**config.mk**
```make
export PLATFORM = sky130hd
export DESIGN_NAME = double_ended_queue
export DESIGN_NICKNAME = d
export VERILOG_FILES = /design/src/design/deq_pkg.sv /design/src/design/deq_ram.sv /design/src/design/double_ended_queue.sv
export SDC_FILE = /design/constraint.sdc
export NUM_CORES = 1
export LEC_CHECK = 0
export ABC_AREA = 1
export BUFFER_PORTS_ARGS = -buffer_cell sky130_fd_sc_hd__buf_2
export CORE_ASPECT_RATIO = 0.5
export CORE_UTILIZATION = 57
export CTS_CLUSTER_DIAMETER = 60
export DETAILED_ROUTE_END_ITERATION = 8
export PLACE_DENSITY_LB_ADDON = 0.08
export SETUP_SLACK_MARGIN = 0.2
export SLEW_MARGIN = 15
export SYNTH_ARGS = -nofsm -noshare
export SYNTH_HDL_FRONTEND = slang
export SYNTH_HIERARCHICAL = 1
export SYNTH_SLANG_ARGS = --single-unit
```
**constraint.sdc**
```tcl
create_clock -name clk -period 4.2 [get_ports clk]
set_input_delay 0.84 -clock clk [delete_from_list [all_inputs] [get_ports clk]]
set_output_delay 0.84 -clock clk [all_outputs]
set_load 0.01 [all_outputs]
```
**src/design/deq_pkg.sv**
```systemverilog
`default_nettype none

package deq_pkg;

	localparam int DEQ_DEPTH = 16;
	localparam int DATA_W    = 32;
	localparam int COUNT_W   = 5;

	typedef enum logic [1:0] {
		OP_PUSH_BACK  = 2'd0,
		OP_PUSH_FRONT = 2'd1,
		OP_POP_BACK   = 2'd2,
		OP_POP_FRONT  = 2'd3
	} op_t;

	typedef enum logic [1:0] {
		ST_DONE       = 2'd0,
		ST_POP_EMPTY  = 2'd1,
		ST_PUSH_FULL  = 2'd2
	} status_t;

	typedef struct packed {
		logic [1:0]               operation;
		logic signed [DATA_W-1:0] push_value;
	} req_t;

	typedef struct packed {
		logic signed [DATA_W-1:0] popped_value;
		logic [1:0]               status;
		logic [COUNT_W-1:0]       entry_count;
	} rsp_t;

endpackage

`default_nettype wire

```
**src/design/deq_ram.sv**
```systemverilog
`default_nettype none

module deq_ram #(
	parameter int WIDTH = 32,
	parameter int DEPTH = 16
) (
	input  wire logic                     clk,
	input  wire logic                     we,
	input  wire logic [$clog2(DEPTH)-1:0] waddr,
	input  wire logic [WIDTH-1:0]         wdata,
	input  wire logic                     re,
	input  wire logic [$clog2(DEPTH)-1:0] raddr,
	output logic      [WIDTH-1:0]         rdata
);

	logic [WIDTH-1:0] mem [DEPTH];
	logic [WIDTH-1:0] rdata_q;

	always_ff @(posedge clk) begin
		if (we) begin
			mem[waddr] <= wdata;
		end
		// read data holds until the next read
		if (re) begin
			rdata_q <= mem[raddr];
		end
	end

	assign rdata = rdata_q;

endmodule

`default_nettype wire

```
**src/design/double_ended_queue.sv**
```systemverilog
`default_nettype none

// Bounded double-ended queue of signed 32-bit words held in a ring buffer of
// DEPTH entries (one synchronous RAM plus front/back pointers and an entry
// count). Each request transfer carries one operation: push back, push front,
// pop back or pop front. Exactly one response transfer follows each request,
// in order, carrying the popped word (zero for pushes and for flagged
// operations), a status (done, pop on empty, push on full) and the entry count
// after the operation, masked to 5 bits. Flagged operations change nothing.
// Throughput is one request per cycle while req_stall is low: pointers and
// count are updated as the request is taken, so the next request sees them at
// once. The response passes through the read stage and then the response
// register: the RAM's registered read captures at the request edge, and the
// response register loads when the read stage advances. The RAM contents are not
// cleared at reset; a pop only ever reads an entry that a push has written. The
// request side stalls only when both the read stage and the response register
// are full and the response is being stalled.

module double_ended_queue
	import deq_pkg::*;
#(
	parameter int DEPTH = DEQ_DEPTH
) (
	input  wire logic clk,
	input  wire logic arst_n,

	input  wire logic req_valid,
	output logic      req_stall,
	input  wire req_t req,

	output logic      rsp_valid,
	input  wire logic rsp_stall,
	output rsp_t      rsp
);

	localparam int AW = $clog2(DEPTH);
	localparam int CW = $clog2(DEPTH + 1);

	// pointers and count
	logic [AW-1:0] front_q, back_q, front_d, back_d;
	logic [CW-1:0] occ_q, occ_d;

	// read stage: RAM data arrives while the response metadata waits here
	logic                valid_s1;
	logic                is_pop_s1;
	status_t             status_s1;
	logic [COUNT_W-1:0]  count_s1;

	logic  rsp_valid_q;
	rsp_t  rsp_q;

	logic                accept;
	logic                s1_advance;
	op_t                 op;
	logic                full, empty;
	status_t             status_d;
	logic                is_pop_d;
	logic                ram_we, ram_re;
	logic [AW-1:0]       ram_waddr, ram_raddr;
	logic [DATA_W-1:0]   ram_rdata;
	logic [CW+COUNT_W-1:0] occ_ext;

	function automatic logic [AW-1:0] slot_next(input logic [AW-1:0] i);
		return (i == AW'(DEPTH - 1)) ? '0 : i + AW'(1);
	endfunction

	function automatic logic [AW-1:0] slot_prev(input logic [AW-1:0] i);
		return (i == '0) ? AW'(DEPTH - 1) : i - AW'(1);
	endfunction

	assign op     = op_t'(req.operation);
	assign full   = (occ_q == CW'(DEPTH));
	assign empty  = (occ_q == '0);

	// s1 moves on whenever the response register is free or being taken
	assign s1_advance = valid_s1 && (!rsp_valid_q || !rsp_stall);
	assign req_stall  = valid_s1 && !s1_advance;
	assign accept     = req_valid && !req_stall;

	always_comb begin
		front_d   = front_q;
		back_d    = back_q;
		occ_d     = occ_q;
		status_d  = ST_DONE;
		is_pop_d  = 1'b0;
		ram_we    = 1'b0;
		ram_re    = 1'b0;
		ram_waddr = back_q;
		ram_raddr = front_q;
		unique case (op)
			OP_PUSH_BACK: begin
				if (full) begin
					status_d = ST_PUSH_FULL;
				end else begin
					ram_we    = accept;
					ram_waddr = back_q;
					back_d    = slot_next(back_q);
					occ_d     = occ_q + CW'(1);
				end
			end
			OP_PUSH_FRONT: begin
				if (full) begin
					status_d = ST_PUSH_FULL;
				end else begin
					// move front down first, then write there
					front_d   = slot_prev(front_q);
					ram_we    = accept;
					ram_waddr = slot_prev(front_q);
					occ_d     = occ_q + CW'(1);
				end
			end
			OP_POP_BACK: begin
				if (empty) begin
					status_d = ST_POP_EMPTY;
				end else begin
					back_d    = slot_prev(back_q);
					ram_re    = accept;
					ram_raddr = slot_prev(back_q);
					is_pop_d  = 1'b1;
					occ_d     = occ_q - CW'(1);
				end
			end
			OP_POP_FRONT: begin
				if (empty) begin
					status_d = ST_POP_EMPTY;
				end else begin
					ram_re    = accept;
					ram_raddr = front_q;
					front_d   = slot_next(front_q);
					is_pop_d  = 1'b1;
					occ_d     = occ_q - CW'(1);
				end
			end
			default: ;
		endcase
	end

	assign occ_ext = {{COUNT_W{1'b0}}, occ_d};

	deq_ram #(
		.WIDTH(DATA_W),
		.DEPTH(DEPTH)
	) u_ram (
		.clk  (clk),
		.we   (ram_we),
		.waddr(ram_waddr),
		.wdata(req.push_value),
		.re   (ram_re),
		.raddr(ram_raddr),
		.rdata(ram_rdata)
	);

	always_ff @(posedge clk or negedge arst_n) begin
		if (!arst_n) begin
			front_q  <= '0;
			back_q   <= '0;
			occ_q    <= '0;
			valid_s1 <= 1'b0;
		end else begin
			if (accept) begin
				front_q  <= front_d;
				back_q   <= back_d;
				occ_q    <= occ_d;
				valid_s1 <= 1'b1;
			end else if (s1_advance) begin
				valid_s1 <= 1'b0;
			end
		end
	end

	always_ff @(posedge clk) begin
		if (accept) begin
			is_pop_s1 <= is_pop_d;
			status_s1 <= status_d;
			count_s1  <= occ_ext[COUNT_W-1:0];
		end
	end

	// response register
	always_ff @(posedge clk or negedge arst_n) begin
		if (!arst_n) begin
			rsp_valid_q <= 1'b0;
		end else begin
			if (s1_advance) begin
				rsp_valid_q <= 1'b1;
			end else if (!rsp_stall) begin
				rsp_valid_q <= 1'b0;
			end
		end
	end

	always_ff @(posedge clk) begin
		if (s1_advance) begin
			rsp_q.popped_value <= is_pop_s1 ? ram_rdata : '0;
			rsp_q.status       <= status_s1;
			rsp_q.entry_count  <= count_s1;
		end
	end

	assign rsp_valid = rsp_valid_q;
	assign rsp       = rsp_q;

endmodule

`default_nettype wire

```
==> impl_summary.txt <==
----------------------------------------------------
[Run status]
  Status ... finished clean

[Drt]
  Post-detailed-route DRC marker count ... 0
  Vias/cell ... 5.35
  Initial drt markers ... 1680
  Total number of vias ... 16800
  Remaining antenna violation count ... 0
  Pre-antenna DRT Iters ... 5
  Routed WL per cell ... 19.1 µm
  Total Routed Length ... 59900 µm

[Placed design]
  Post-DP HPWL ... 30100 µm
  Global placement routability congestion ... 0.843
  Port Buf Inserts ... 78
  Placed cell count ... 3043

[Timing]
  Final Max Slew Viols ... 0
  Highest attainable clock frequency ... 290 MHz
  Final Setup Violations ... 0
  Final period utilization ... 82.0%
  Setup repair after global routing missed its margin ... no
  Slew at the pin closest to its max-slew limit ... 1.03 ns
  Setup TNS after final layout ... 0 ns
  Worst slew margin relative to its limit ... 31.4%
  Final hold violations ... 0
  Post-layout minimum cycle time ... 3.44 ns
  Clock skew ... 0.0321 ns

[Finish]
  Sequential cell area ... 18100 µm²
  Fraction of final layout cells sized beyond drive strength 1 ... 9.61%
  Number of fill cells ... 3392
  Post-layout nets ... 2553
  Layout area overhead ... 10.9%
  Final instance count without filler cells ... 3138
  Diode count ... 0
  Multi-input gate area in the final layout ... 5660 µm²
  Leading cell type in the layout, fill and taps excluded ... sky130_fd_sc_hd__nand2_1
  Commonest cells after routing, fill and taps aside ... sky130_fd_sc_hd__nand2_1, sky130_fd_sc_hd__edfxtp_1, sky130_fd_sc_hd__inv_1

[Clocking]
  Clock Path Buffers ... 3
  H-Tree Depth ... 2
  Worst skew pair latency ... 0.60 ns
  Post-CTS resize count ... 0
  Clock Root Buffer ... sky130_fd_sc_hd__clkbuf_16
  TritonCTS buffer count ... 52
  Clock tree from TritonCTS ... done
  Post-CTS setup buffers ... 0
  Number of hold buffers added after cts ... 0
  CTS Sinks ... 606
  Clock Pin Slew Worst Setup and Hold Paths ... 0.07 ns

[Pwr]
  Maximum vdd ir drop ... 0.000830 V
  Total power per unit cell area ... 653 nW/µm²
  Lkg Pwr ... 0.0125 µW

[Synth]
  Synthesized net count ... 2486
  Dominant cells by area after synthesis ... sky130_fd_sc_hd__edfxtp_1, sky130_fd_sc_hd__nand2_1, sky130_fd_sc_hd__nand3_1
  Syn. warnings ... 6
  Summed instance area of the synthesized netlist ... 26000 µm²
  Count of unique library cells instantiated by Yosys ... 29
  Cells after Synth ... 2442
  Sequential fraction of the synthesis area ... 69.6%
  Synth top area share ... 68.2%
  Library cell with the largest summed area after synthesis ... sky130_fd_sc_hd__edfxtp_1
  Number of synthesized register bits ... 606
  Average size of a mapped cell ... 10.7 µm²

[Floorplan]
  Die Outline Area ... 46600 µm²
  Height of the die ... 153 µm
  Site row count ... 54
  Top-level I/O count ... 79
  Die X-Extent ... 304 µm
  Effective utilization at floorplan ... 58.8%
  Core Box Area ... 44300 µm²

[Global routing]
  Global router's overall resource usage ... 26.1%
  Wire length of the first global-routing pass ... 91400 µm
  Grt ovf ... 0
  Antenna violations before repair ... 0
  Pin count of the biggest net entering global routing ... 129
  Via count of the first global-routing pass ... 15400

[Min path]
  Worst hold path type ... in2async

[Worst setup path]
  Kind of start point of the critical path ... register
  Maximum fanout count along the critical path ... 89
  Critical Path RT ... 4.54 ns
  CP arrival ... 3.78 ns
  Type of the setup path with the least slack ... reg2reg
  Kind of end point of the critical path ... register

[Run]
  Maximum capacitance violations ... 0

----------------------------------------------------
==> layer usage <==
metal / global-route usage [%] / vias up / part of all wire (%)
met5: 0 / - / 0
li1: - / 8019 / -
met4: 4.98 / 0 / 1.5
met3: 4.15 / 78 / 8.1
met1: 40.6 / 8110 / 46
met2: 39.2 / 595 / 44
==> worst paths after layout <==
kind / start / to / slack, ns / cells past startpoint
max in group asynchronous: arst_n / back_q[2] / 3.78 / 1
worst max register to register: occ_q[0] / u_ram/rdata[19] / 0.76 / 14
worst min-delay path: arst_n / front_q[1] / 0.16 / 1
worst max-delay path: occ_q[0] / u_ram/rdata[19] / 0.76 / 14
min in group clk: status_s1[0] / rsp[5] / 0.42 / 0
worst min register to register: status_s1[0] / rsp[5] / 0.42 / 0
==> power by group <==
group	leakage [µW]	switching (µW)	internal (µW)
clock	0.000844	2170	2730
sequential	0.00555	207	7290
combinational	0.00609	4540	1930
==> through the flow <==
step	hold slack (ns)	utilization, %	total power [µW]	instance area, µm²	worst slack, ns
after global placement	0.401	61.3	13900	27200	0.700
after floorplan	0.400	-	12300	26000	0.630
after global routing	0.172	65.1	19900	28900	0.481
after detailed placement	0.405	61.3	14000	27200	0.646
final	0.160	65.1	18900	28900	0.757
after CTS	0.157	65.1	18900	28900	0.799
==> kinds of logic after synthesis <==
family                     Yosys count  synth area share (%)
DFF                                606                  69.6
xor gates and xnor gates             8                 0.269
and+or+nand+nor                   1241                  20.1
adders and majority gates            6                 0.288
AOI/OAI and AO/OA                   17                 0.360
buffers and inverters              564                  9.36
==> final cells by class <==
type	count	area share (%)
flip-flops and latches	606	62.8
multi-input cells	1272	19.6
inverters	454	5.94
clock buffers	61	4.77
repair buffers	123	3.17
well taps	588	2.55
clock inverters	34	1.19
==> registers in the layout (all words and copies together), names as in the netlist, 2 cells and up <==
signal	flops
u_ram/rdata	32
front_q	4
rsp	39
u_ram/mem	512
occ_q	5
count_s1	5
back_q	4
status_s1	2
==> cells in the mapped netlist, drive strengths merged <==
library cell,count
nand2,796
edfxtp,591
inv,454
nand3,406
buf,93
nor2,30
clkbuf,17
dfrtp,15
o21ai,13
nand4,7
xor2,7
ha,6
nand3b,2
o22ai,2
a21oi,1
o211ai,1
xnor2,1
==> worst max-delay path, cell delays in order (launching register included) <==
cell and delay, ns:
sky130_fd_sc_hd__dfrtp_1 0.42, sky130_fd_sc_hd__inv_1 0.17, sky130_fd_sc_hd__ha_1 0.32, sky130_fd_sc_hd__nand3_4 0.15, sky130_fd_sc_hd__nand2_1 0.09, sky130_fd_sc_hd__inv_1 0.16, sky130_fd_sc_hd__o21ai_4 0.64, sky130_fd_sc_hd__inv_8 0.37
sky130_fd_sc_hd__buf_4 0.37, sky130_fd_sc_hd__nand2_1 0.09, sky130_fd_sc_hd__nand2_1 0.06, sky130_fd_sc_hd__nand2_1 0.05, sky130_fd_sc_hd__nand3_1 0.09, sky130_fd_sc_hd__nand3_1 0.08, sky130_fd_sc_hd__nand2_1 0.06
Power figures use the tool's default switching activity.
